$ cat src/rtl/lpsp_pkg.sv
// ----------------------------------------------------------------------------
// LiDAR packet stream parser package
// Shared types, sync bytes, header layout and configuration register codes.
// ----------------------------------------------------------------------------
package lpsp_pkg;

    // Default header length in bytes, sync word included.
    localparam int HEADER_BYTES_DEF = 16;

    // Sync word "HISN".
    localparam logic [7:0] SYNC0 = 8'h48;
    localparam logic [7:0] SYNC1 = 8'h49;
    localparam logic [7:0] SYNC2 = 8'h53;
    localparam logic [7:0] SYNC3 = 8'h4E;

    // Header byte offsets of the big-endian fields.
    localparam int HDR_FIRST       = 4;
    localparam int HDR_START_HI    = 4;
    localparam int HDR_START_LO    = 5;
    localparam int HDR_END_HI      = 6;
    localparam int HDR_END_LO      = 7;
    localparam int HDR_COUNT_HI    = 8;
    localparam int HDR_COUNT_LO    = 9;
    localparam int HDR_POS_HI      = 10;
    localparam int HDR_POS_LO      = 11;
    localparam int HDR_TOTAL_HI    = 12;
    localparam int HDR_TOTAL_LO    = 13;

    // Point byte offsets within a 4-byte point record.
    localparam logic [1:0] PT_DIST_LO = 2'd0;
    localparam logic [1:0] PT_DIST_HI = 2'd1;
    localparam logic [1:0] PT_INT_LO  = 2'd2;
    localparam logic [1:0] PT_INT_HI  = 2'd3;

    // Configuration registers.
    localparam int CFG_IDX_W  = 1;
    localparam int CFG_DATA_W = 16;
    localparam logic [CFG_IDX_W-1:0] CFG_MAX_DISTANCE  = 1'd0;
    localparam logic [CFG_IDX_W-1:0] CFG_MAX_INTENSITY = 1'd1;

    // One input byte of the stream.
    typedef struct packed {
        logic [7:0] data_byte;
    } byte_item_t;

    // One parsed point result.
    typedef struct packed {
        logic        point_valid;
        logic [15:0] distance;
        logic [15:0] intensity;
        logic [15:0] point_index;
        logic [15:0] start_ang;
        logic        last_in_packet;
        logic        scan_complete;
    } point_item_t;

endpackage

$ cat src/rtl/lpsp_stream_if.sv
// ----------------------------------------------------------------------------
// LiDAR packet stream parser channel interface
// Valid/ready channel carrying one payload per transaction.
// ----------------------------------------------------------------------------
interface lpsp_stream_if #(
    parameter type payload_t = lpsp_pkg::byte_item_t
);
    logic     valid;
    logic     ready;
    payload_t payload;

    modport source (
        output valid,
        output payload,
        input  ready
    );

    modport sink (
        input  valid,
        input  payload,
        output ready
    );
endinterface

$ cat src/rtl/lidar_packet_stream_parser_top.sv
// ----------------------------------------------------------------------------
// LiDAR packet stream parser top level
// Byte stream in, one point result per 4-byte point record out.
// ----------------------------------------------------------------------------
// Usage:
// byte_in carries one stream byte per transaction. point_out carries one
// parsed point per transaction, or a single result with point_valid low for
// a packet whose clamped point count is zero. The block hunts for the "HISN"
// sync word, reads the HEADER_BYTES-long header and then takes 4-byte points.
// Throughput is one byte per cycle while point_out does not stall: the parser
// decodes a byte combinationally between the input register and the result
// register. A result reaches point_out through both registers after the byte
// transaction that completes a point (or the header of an empty packet).
// The write port sets max_distance and max_intensity; write it while idle.
// Reset clears the parser to the sync hunt, empties both registers and sets
// both maxima to 65535. When point_out stalls, a waiting result holds and the
// input register still takes one more byte; byte_in.ready then drops until
// the result is taken.
// ----------------------------------------------------------------------------
module lidar_packet_stream_parser_top #(
    parameter int HEADER_BYTES = lpsp_pkg::HEADER_BYTES_DEF
) (
    input  logic                              clk,
    input  logic                              rst_n,
    lpsp_stream_if.sink                       byte_in,
    lpsp_stream_if.source                     point_out,
    input  logic                              cfg_we,
    input  logic [lpsp_pkg::CFG_IDX_W-1:0]    cfg_index,
    input  logic [lpsp_pkg::CFG_DATA_W-1:0]   cfg_data
);

    logic                  byte_valid;
    logic [7:0]            byte_data;
    logic                  advance;
    logic [15:0]           max_distance_reg;
    logic [15:0]           max_intensity_reg;
    lpsp_pkg::point_item_t res_data;

    // Configuration registers.
    always_ff @(posedge clk or negedge rst_n)
    begin
        if (!rst_n)
        begin
            max_distance_reg  <= 16'hFFFF;
            max_intensity_reg <= 16'hFFFF;
        end
        else if (cfg_we)
        begin
            unique case (cfg_index)
                lpsp_pkg::CFG_MAX_DISTANCE:  max_distance_reg  <= cfg_data;
                lpsp_pkg::CFG_MAX_INTENSITY: max_intensity_reg <= cfg_data;
                default:                     max_distance_reg  <= max_distance_reg;
            endcase
        end
    end

    // Input register.
    lpsp_in_stage u_in_stage (
        .clk        (clk),
        .rst_n      (rst_n),
        .byte_in    (byte_in),
        .advance    (advance),
        .byte_valid (byte_valid),
        .byte_data  (byte_data)
    );

    // Parser with result register.
    lpsp_parser #(
        .HEADER_BYTES (HEADER_BYTES)
    ) u_parser (
        .clk           (clk),
        .rst_n         (rst_n),
        .max_distance  (max_distance_reg),
        .max_intensity (max_intensity_reg),
        .byte_valid    (byte_valid),
        .byte_data     (byte_data),
        .advance       (advance),
        .res_ready     (point_out.ready),
        .res_valid     (point_out.valid),
        .res_data      (res_data)
    );

    assign point_out.payload = res_data;

    // A result without a point always closes its packet.
    a_empty_is_last: assert property (@(posedge clk) disable iff (!rst_n)
        point_out.valid && !point_out.payload.point_valid
        |-> point_out.payload.last_in_packet)
        else $error("empty-packet result not marked last");

    // Scan complete is only raised on the last result of a packet.
    a_scan_on_last: assert property (@(posedge clk) disable iff (!rst_n)
        point_out.valid && point_out.payload.scan_complete
        |-> point_out.payload.last_in_packet)
        else $error("scan_complete on a result that is not last");

    // With the result stalled and a byte waiting, no further byte is taken.
    a_stall_blocks_input: assert property (@(posedge clk) disable iff (!rst_n)
        point_out.valid && !point_out.ready && byte_valid |-> !byte_in.ready)
        else $error("input accepted while both registers are full");

    // While the result is stalled, its waiting byte holds over the next cycle.
    a_stall_holds_byte: assert property (@(posedge clk) disable iff (!rst_n)
        point_out.valid && !point_out.ready && byte_valid
        |=> byte_valid && $stable(byte_data))
        else $error("waiting byte lost while the result was stalled");

endmodule

$ cat src/rtl/lpsp_in_stage.sv
// ----------------------------------------------------------------------------
// LiDAR packet stream parser input stage
// Registers each accepted byte and holds it until the parser consumes it.
// ----------------------------------------------------------------------------
module lpsp_in_stage (
    input  logic                clk,
    input  logic                rst_n,
    lpsp_stream_if.sink         byte_in,
    input  logic                advance,
    output logic                byte_valid,
    output logic [7:0]          byte_data
);

    logic       valid_reg;
    logic       valid_next;
    logic [7:0] data_reg;

    // The stage takes a new byte when empty or when its byte moves on.
    assign byte_in.ready = !valid_reg || advance;

    always_comb
    begin
        valid_next = valid_reg;
        if (byte_in.ready)
        begin
            valid_next = byte_in.valid;
        end
    end

    // Valid flag.
    always_ff @(posedge clk or negedge rst_n)
    begin
        if (!rst_n)
        begin
            valid_reg <= 1'b0;
        end
        else
        begin
            valid_reg <= valid_next;
        end
    end

    // Byte payload.
    always_ff @(posedge clk)
    begin
        if (byte_in.valid && byte_in.ready)
        begin
            data_reg <= byte_in.payload.data_byte;
        end
    end

    assign byte_valid = valid_reg;
    assign byte_data  = data_reg;

endmodule

$ cat src/rtl/lpsp_parser.sv
// ----------------------------------------------------------------------------
// LiDAR packet stream parser core
// Sync hunt, header decode and point assembly with a registered result.
// ----------------------------------------------------------------------------
module lpsp_parser #(
    parameter int HEADER_BYTES = lpsp_pkg::HEADER_BYTES_DEF
) (
    input  logic                 clk,
    input  logic                 rst_n,
    input  logic [15:0]          max_distance,
    input  logic [15:0]          max_intensity,
    input  logic                 byte_valid,
    input  logic [7:0]           byte_data,
    output logic                 advance,
    input  logic                 res_ready,
    output logic                 res_valid,
    output lpsp_pkg::point_item_t res_data
);

    localparam int CNT_W = $clog2(HEADER_BYTES);

    typedef enum logic [2:0] {
        PH_HUNT,
        PH_H,
        PH_HI,
        PH_HIS,
        PH_HEADER,
        PH_BODY
    } phase_t;

    phase_t               phase_reg,      phase_next;
    logic [CNT_W-1:0]     cnt_reg,        cnt_next;
    logic [15:0]          start_reg,      start_next;
    logic [15:0]          end_reg,        end_next;
    logic [15:0]          count_reg,      count_next;
    logic [15:0]          fpos_reg,       fpos_next;
    logic [15:0]          total_reg,      total_next;
    logic [15:0]          done_reg,       done_next;
    logic [7:0]           dlow_reg,       dlow_next;
    logic [15:0]          dist_reg,       dist_next;
    logic [7:0]           ilow_reg,       ilow_next;
    logic                 res_valid_reg,  res_valid_next;
    lpsp_pkg::point_item_t res_reg,       res_next;

    logic        out_free;
    logic        step;
    logic        emit;
    logic [15:0] word_v;
    logic [15:0] count_clamp;
    logic        scan_flag;
    logic [1:0]  pt_pos;

    // A byte is consumed only when the result register can take a result.
    assign out_free = !res_valid_reg || res_ready;
    assign step     = byte_valid && out_free;
    assign advance  = step;
    assign pt_pos   = cnt_reg[1:0];
    assign word_v   = {byte_data, (pt_pos == lpsp_pkg::PT_DIST_HI) ? dlow_reg : ilow_reg};

    // Next-state logic for one byte.
    always_comb
    begin
        phase_next  = phase_reg;
        cnt_next    = cnt_reg;
        start_next  = start_reg;
        end_next    = end_reg;
        count_next  = count_reg;
        fpos_next   = fpos_reg;
        total_next  = total_reg;
        done_next   = done_reg;
        dlow_next   = dlow_reg;
        dist_next   = dist_reg;
        ilow_next   = ilow_reg;
        count_clamp = '0;
        scan_flag   = 1'b0;
        emit        = 1'b0;
        res_next    = '0;
        res_next.start_ang = start_reg;

        unique case (phase_reg)
            PH_H, PH_HI, PH_HIS:
            begin
                if (byte_data == lpsp_pkg::SYNC0)
                begin
                    phase_next = PH_H;
                end
                else if ((phase_reg == PH_H   && byte_data == lpsp_pkg::SYNC1) ||
                         (phase_reg == PH_HI  && byte_data == lpsp_pkg::SYNC2))
                begin
                    phase_next = phase_t'(phase_reg + 3'd1);
                end
                else if (phase_reg == PH_HIS && byte_data == lpsp_pkg::SYNC3)
                begin
                    phase_next = PH_HEADER;
                    cnt_next   = CNT_W'(lpsp_pkg::HDR_FIRST);
                end
                else
                begin
                    phase_next = PH_HUNT;
                end
            end

            PH_HEADER:
            begin
                // Big-endian header fields, one byte at a time.
                if (cnt_reg == CNT_W'(lpsp_pkg::HDR_START_HI)) start_next[15:8] = byte_data;
                if (cnt_reg == CNT_W'(lpsp_pkg::HDR_START_LO)) start_next[7:0]  = byte_data;
                if (cnt_reg == CNT_W'(lpsp_pkg::HDR_END_HI))   end_next[15:8]   = byte_data;
                if (cnt_reg == CNT_W'(lpsp_pkg::HDR_END_LO))   end_next[7:0]    = byte_data;
                if (cnt_reg == CNT_W'(lpsp_pkg::HDR_COUNT_HI)) count_next[15:8] = byte_data;
                if (cnt_reg == CNT_W'(lpsp_pkg::HDR_COUNT_LO)) count_next[7:0]  = byte_data;
                if (cnt_reg == CNT_W'(lpsp_pkg::HDR_POS_HI))   fpos_next[15:8]  = byte_data;
                if (cnt_reg == CNT_W'(lpsp_pkg::HDR_POS_LO))   fpos_next[7:0]   = byte_data;
                if (cnt_reg == CNT_W'(lpsp_pkg::HDR_TOTAL_HI)) total_next[15:8] = byte_data;
                if (cnt_reg == CNT_W'(lpsp_pkg::HDR_TOTAL_LO)) total_next[7:0]  = byte_data;

                if (cnt_reg != CNT_W'(HEADER_BYTES - 1))
                begin
                    cnt_next = cnt_reg + CNT_W'(1);
                end
                else
                begin
                    // End of header: clamp the count, start the body or close
                    // an empty packet with a result that carries no point.
                    // Clamp and scan flag use the header as updated this byte.
                    count_clamp = (count_next > total_next) ? total_next : count_next;
                    scan_flag   = (end_next == 16'd0) && (fpos_next == total_next);
                    count_next  = count_clamp;
                    cnt_next    = '0;
                    done_next   = '0;
                    if (count_clamp == 16'd0)
                    begin
                        phase_next              = PH_HUNT;
                        emit                    = 1'b1;
                        res_next.start_ang      = start_next;
                        res_next.last_in_packet = 1'b1;
                        res_next.scan_complete  = scan_flag;
                    end
                    else
                    begin
                        phase_next = PH_BODY;
                    end
                end
            end

            PH_BODY:
            begin
                cnt_next = CNT_W'(pt_pos + 2'd1);
                unique case (pt_pos)
                    lpsp_pkg::PT_DIST_LO:
                    begin
                        dlow_next = byte_data;
                    end
                    lpsp_pkg::PT_DIST_HI:
                    begin
                        dist_next = (word_v > max_distance) ? max_distance : word_v;
                    end
                    lpsp_pkg::PT_INT_LO:
                    begin
                        ilow_next = byte_data;
                    end
                    default:
                    begin
                        // Last byte of a point: emit it.
                        done_next               = done_reg + 16'd1;
                        emit                    = 1'b1;
                        res_next.point_valid    = 1'b1;
                        res_next.distance       = dist_reg;
                        res_next.intensity      = (word_v > max_intensity) ?
                                                  max_intensity : word_v;
                        res_next.point_index    = done_reg;
                        res_next.last_in_packet = (done_next >= count_reg);
                        res_next.scan_complete  = res_next.last_in_packet &&
                                                  (end_reg == 16'd0) &&
                                                  (fpos_reg == total_reg);
                        if (res_next.last_in_packet)
                        begin
                            phase_next = PH_HUNT;
                        end
                    end
                endcase
            end

            default:
            begin
                phase_next = (byte_data == lpsp_pkg::SYNC0) ? PH_H : PH_HUNT;
            end
        endcase
    end

    // Result valid flag: set by a new result, cleared when taken.
    always_comb
    begin
        res_valid_next = res_valid_reg;
        if (out_free)
        begin
            res_valid_next = step && emit;
        end
    end

    // Parser state, registered result flag and result payload.
    always_ff @(posedge clk or negedge rst_n)
    begin
        if (!rst_n)
        begin
            phase_reg     <= PH_HUNT;
            cnt_reg       <= '0;
            start_reg     <= '0;
            end_reg       <= '0;
            count_reg     <= '0;
            fpos_reg      <= '0;
            total_reg     <= '0;
            done_reg      <= '0;
            dlow_reg      <= '0;
            dist_reg      <= '0;
            ilow_reg      <= '0;
            res_valid_reg <= 1'b0;
            res_reg       <= '0;
        end
        else
        begin
            res_valid_reg <= res_valid_next;
            if (step)
            begin
                phase_reg <= phase_next;
                cnt_reg   <= cnt_next;
                start_reg <= start_next;
                end_reg   <= end_next;
                count_reg <= count_next;
                fpos_reg  <= fpos_next;
                total_reg <= total_next;
                done_reg  <= done_next;
                dlow_reg  <= dlow_next;
                dist_reg  <= dist_next;
                ilow_reg  <= ilow_next;
            end
            if (step && emit)
            begin
                res_reg <= res_next;
            end
        end
    end

    assign res_valid = res_valid_reg;
    assign res_data  = res_reg;

endmodule

$ cat src/flat_wrapper.sv
// flat-port wrapper written by rule: the top's interface ports become plain ports
module lidar_packet_stream_parser_top_flat 
#(
    parameter int HEADER_BYTES = lpsp_pkg::HEADER_BYTES_DEF
)
  (clk, rst_n, cfg_we, cfg_index, cfg_data, byte_in_valid, byte_in_payload, byte_in_ready, point_out_valid, point_out_payload, point_out_ready);
  lpsp_stream_if #(.payload_t(lpsp_pkg::byte_item_t)) byte_in_i ();
  lpsp_stream_if #(.payload_t(lpsp_pkg::point_item_t)) point_out_i ();
  input  logic clk;
  input  logic rst_n;
  input  logic cfg_we;
  input  logic [lpsp_pkg::CFG_IDX_W-1:0] cfg_index;
  input  logic [lpsp_pkg::CFG_DATA_W-1:0] cfg_data;
  input wire logic [$bits(byte_in_i.valid)-1:0] byte_in_valid;
  input wire logic [$bits(byte_in_i.payload)-1:0] byte_in_payload;
  output wire logic [$bits(byte_in_i.ready)-1:0] byte_in_ready;
  output wire logic [$bits(point_out_i.valid)-1:0] point_out_valid;
  output wire logic [$bits(point_out_i.payload)-1:0] point_out_payload;
  input wire logic [$bits(point_out_i.ready)-1:0] point_out_ready;
  assign byte_in_i.valid = byte_in_valid;
  assign byte_in_i.payload = byte_in_payload;
  assign byte_in_ready = byte_in_i.ready;
  assign point_out_valid = point_out_i.valid;
  assign point_out_payload = point_out_i.payload;
  assign point_out_i.ready = point_out_ready;
  lidar_packet_stream_parser_top #(.HEADER_BYTES(HEADER_BYTES)) u_core (.clk(clk), .rst_n(rst_n), .byte_in(byte_in_i), .point_out(point_out_i), .cfg_we(cfg_we), .cfg_index(cfg_index), .cfg_data(cfg_data));
endmodule
$ cat config.mk
export PLATFORM = sky130hd
export DESIGN_NAME = lidar_packet_stream_parser_top_flat
export DESIGN_NICKNAME = d
export VERILOG_FILES = /design/src/rtl/lpsp_pkg.sv /design/src/rtl/lpsp_stream_if.sv /design/src/rtl/lidar_packet_stream_parser_top.sv /design/src/rtl/lpsp_in_stage.sv /design/src/rtl/lpsp_parser.sv /design/src/flat_wrapper.sv
export SDC_FILE = /design/constraint.sdc
export NUM_CORES = 1
export LEC_CHECK = 0
export BUFFER_PORTS_ARGS = -buffer_cell sky130_fd_sc_hd__buf_2
export CORE_ASPECT_RATIO = 1.4
export CORE_MARGIN = 2
export CORE_UTILIZATION = 59
export DETAILED_ROUTE_END_ITERATION = 6
export HOLD_SLACK_MARGIN = 0.02
export PLACE_DENSITY = 0.78
export SYNTH_ARGS = -nofsm -noshare
export SYNTH_HDL_FRONTEND = slang
export SYNTH_SLANG_ARGS = --single-unit
$ cat constraint.sdc
create_clock -name clk -period 6.3 [get_ports clk]
set_input_delay 1.89 -clock clk [delete_from_list [all_inputs] [get_ports clk]]
set_output_delay 1.89 -clock clk [all_outputs]
set_load 0.01 [all_outputs]
==> results.sh <==
export IMPL_crit_fanout=33
export IMPL_cts_hold_buf=0
export IMPL_muxShareOfSynthArea=0.161
export IMPL_cts_tree="yes"
export IMPL_crit_chain="inv_1 > ha_1 > nand3b_1 > mux2i_1 > inv_1 > ha_1 > nand2_1 > or4_1 > a21oi_1 > a211o_1 > o22ai_1 > mux2_4 > a31oi_4 > buf_4 > buf_4 > mux2i_1"
export IMPL_clock_fmax_ghz=0.198
export IMPL_remaining_drc_errors=0
export IMPL_syn_area_sq_um=13000
export IMPL_use_met2=0.512
export IMPL_cts_resized=0
export IMPL_rsz0062_at_grt="no"
export IMPL_crit_type="reg -> reg"
export IMPL_hpwl_um=22900
export IMPL_antenna_found_initial=0
export IMPL_pre_cts_slack_ps=1370
export IMPL_relSlewSlack=0.198
export IMPL_synth_compound_area_share=0.128
export IMPL_finish_instance_area_sq_um=14600
export IMPL_drive_gt1_frac=0.249
export IMPL_grt_pass1_wl_um=51800
export IMPL_ys_seq_elements=244
export IMPL_p_sw_mw=2.47
export IMPL_largest_reg_flops=67
export IMPL_tightest_slew_ps=1200
export IMPL_cts_path_max_buffers=3
export IMPL_worst_ep_arrival_time_ps=5510
export IMPL_grt_pass1_vias=9788
export IMPL_die_h_um=180
export IMPL_grt_busiest_layer="met2"
export IMPL_final_cell_mix="dfrtp_1, nand2_1, o21ai_0"
export IMPL_pwr_share_seq=0.374
export IMPL_cts_buffers=24
export IMPL_core_area_sq_um=21700
export IMPL_p_int_mw=4.18
export IMPL_ir_drop_mv=0.282
export IMPL_placed_cells=1538
export IMPL_pwr_density_cell_nw_per_um2=456
export IMPL_htree_levels=1
export IMPL_grt_overflow=0
export IMPL_stdcell_count=1580
export IMPL_multi_input_area_sq_um=6290
export IMPL_ios=99
export IMPL_wire_per_inst_um=20.6
export IMPL_synth_top_family_by_area="multiplexers"
export IMPL_yosys_area_share_xor_xnor=0.0310
export IMPL_hp_class="reg -> reg"
export IMPL_numPortBuffers=98
export IMPL_rows=64
export IMPL_synth_top_area_share=0.393
export IMPL_cp_required_ps=6760
export IMPL_vias_per_cell=6.05
export IMPL_synthFlopType="dfrtp_1"
export IMPL_synthTopCellsByArea="dfrtp_1, mux2_2, ha_1"
export IMPL_status="finished, final reports clean"
export IMPL_drv_cap=0
export IMPL_cts_root_buffer_cell="clkbuf_16"
export IMPL_die_area_sq_um=23200
export IMPL_setup_ws_ps=1250
export IMPL_antennaDiodeCount=0
export IMPL_end_kind="register"
export IMPL_nets=1371
export IMPL_yosysSeqAreaShare=0.476
export IMPL_yosys_area_share_simple=0.0915
export IMPL_grt_max_degree=102
export IMPL_drtIter0Drc=577
export IMPL_placedInstanceArea_sq_um=13800
export IMPL_clkLatencyLatePin_ps=540
export IMPL_finalSetupViolCount=0
export IMPL_seq_area_sq_um=6190
export IMPL_synth_largest_area_cell="dfrtp_1"
export IMPL_period_share=0.801
export IMPL_syn_area_per_cell_sq_um=11.0
export IMPL_hold_viol=0
export IMPL_final_common_cell="dfrtp_1"
export IMPL_vias=9561
export IMPL_clk_transition_reported_paths_ps=60
export IMPL_antenna_left=0
export IMPL_clock_sinks=244
export IMPL_use_met3=0.0318
export IMPL_fill_cells=1650
export IMPL_ys_warn_count=0
export IMPL_fin_tns_setup_ps=0
export IMPL_leakage_nw=7.28
export IMPL_grt_util_all_layers=0.283
export IMPL_pwr_share_clk=0.220
export IMPL_crit_path_top_delay_cell="nand3b_1"
export IMPL_gp_congestion=0.964
export IMPL_slew_viol_final=0
export IMPL_gr_usage_met1=0.329
export IMPL_switching_share=0.371
export IMPL_firstDrtPassIters=5
export IMPL_min_period_ps=5050
export IMPL_max_stage_delay_ps=600
export IMPL_die_w_um=129
export IMPL_post_cts_setup_buffers=0
export IMPL_wl_um=32600
export IMPL_syn2layout_area_growth_pct=12.4
export IMPL_async_reset_ff_frac=0.967
export IMPL_start_util=0.598
export IMPL_synth_adder_area_share=0.0713
export IMPL_syn_nets=1287
export IMPL_clock_skew_ps=27.0
export IMPL_worstSetupStartpointType="register"
export IMPL_synth_edff_count=8
export IMPL_yosysUniqueCellTypes=57
export IMPL_synth_cells=1183
export IMPL_p_comb_frac=0.405
## final timing paths
check                                             from                           end  slack, ps  cells past startpoint
max reg2reg                 u_core.u_parser.cnt_reg[1]   u_core.u_parser.res_data[0]       1250                     16
max in group asynchronous                        rst_n     u_core.u_parser.res_valid       3850                      2
max                         u_core.u_parser.cnt_reg[1]   u_core.u_parser.res_data[0]       1250                     16
min in group asynchronous                        rst_n  u_core.u_parser.res_data[27]       1320                      1
min reg2reg                u_core.u_parser.dist_reg[2]   u_core.u_parser.dist_reg[2]        480                      2
min                        u_core.u_parser.dist_reg[2]   u_core.u_parser.dist_reg[2]        480                      2
## metal layers
metal | routed length (um) | up-vias
met3 | 1400 | 96
met5 | 0 | -
li1 | - | 4411
met2 | 17400 | 287
met4 | 1580 | 0
met1 | 12200 | 4767
## layout make-up
type	count	share of cell area
clock buffers	33	0.0476
clock inverters	9	0.00814
inverters	60	0.0154
multi-input cells	812	0.431
flip-flops and latches	244	0.424
well taps	297	0.0255
repair buffers	125	0.0490
## cells by family (layout without fill, tap and decap cells)
group                      after synthesis  after routing
AOI/OAI and AO/OA                      255            255
and+or+nand+nor                        246            246
DFF                                    244            244
muxes                                  191            191
buffers and inverters                  127            227
adders and majority gates               74             74
xor gates and xnor gates                46             46
## cell usage after synthesis, drive strengths merged (2+ instances only)
| library cell | n |
|---|---|
| and2 | 3 |
| dfrtp | 204 |
| ha | 74 |
| o221ai | 2 |
| buf | 14 |
| a211o | 4 |
| o21a | 17 |
| o21ai | 113 |
| a211oi | 4 |
| mux2i | 70 |
| nor2 | 23 |
| o2bb2ai | 16 |
| a22oi | 2 |
| nor4 | 11 |
| inv | 60 |
| nand3 | 23 |
| o22ai | 4 |
| nor3 | 18 |
| dfstp | 32 |
| xor2 | 16 |
| a31oi | 8 |
| a21oi | 21 |
| or3 | 2 |
| o31ai | 5 |
| a21o | 18 |
| nor3b | 2 |
| nor2b | 4 |
| nand2b | 3 |
| and3 | 12 |
| o211ai | 2 |
| clkbuf | 53 |
| a22o | 34 |
| edfxtp | 8 |
| nand4 | 19 |
| nand3b | 6 |
| xnor2 | 30 |
| mux2 | 121 |
| or4 | 2 |
| nand2 | 115 |
## worst max-delay path, delay by kind of cell (launching register included)
| kind | cells | cell delay [ps] |
|---|---|---|
| AOI/OAI and AO/OA | 4 | 530 |
| adders and majority gates | 2 | 870 |
| buffers and inverters | 4 | 960 |
| DFF | 1 | 430 |
| muxes | 3 | 990 |
| and+or+nand+nor | 3 | 1180 |
## stage by stage
step | utilization | hold slack, ps | total power [mW]
global placement | 0.635 | 462 | 5.07
CTS | 0.673 | 484 | 6.66
detailed placement | 0.635 | 469 | 5.17
global route | 0.673 | 498 | 7.06
finish | 0.673 | 484 | 6.65
floorplan | - | 450 | 4.31
## power by group through the flow
stage	clock network [mW]	logic, mW	registers [mW]
detailed placement	0	2.67	2.50
finish	1.47	2.70	2.49
CTS	1.49	2.69	2.48
global placement	0	2.60	2.47
global route	1.55	2.97	2.54
floorplan	0	1.88	2.42
Note: power is estimated with default switching activity, not from simulation.
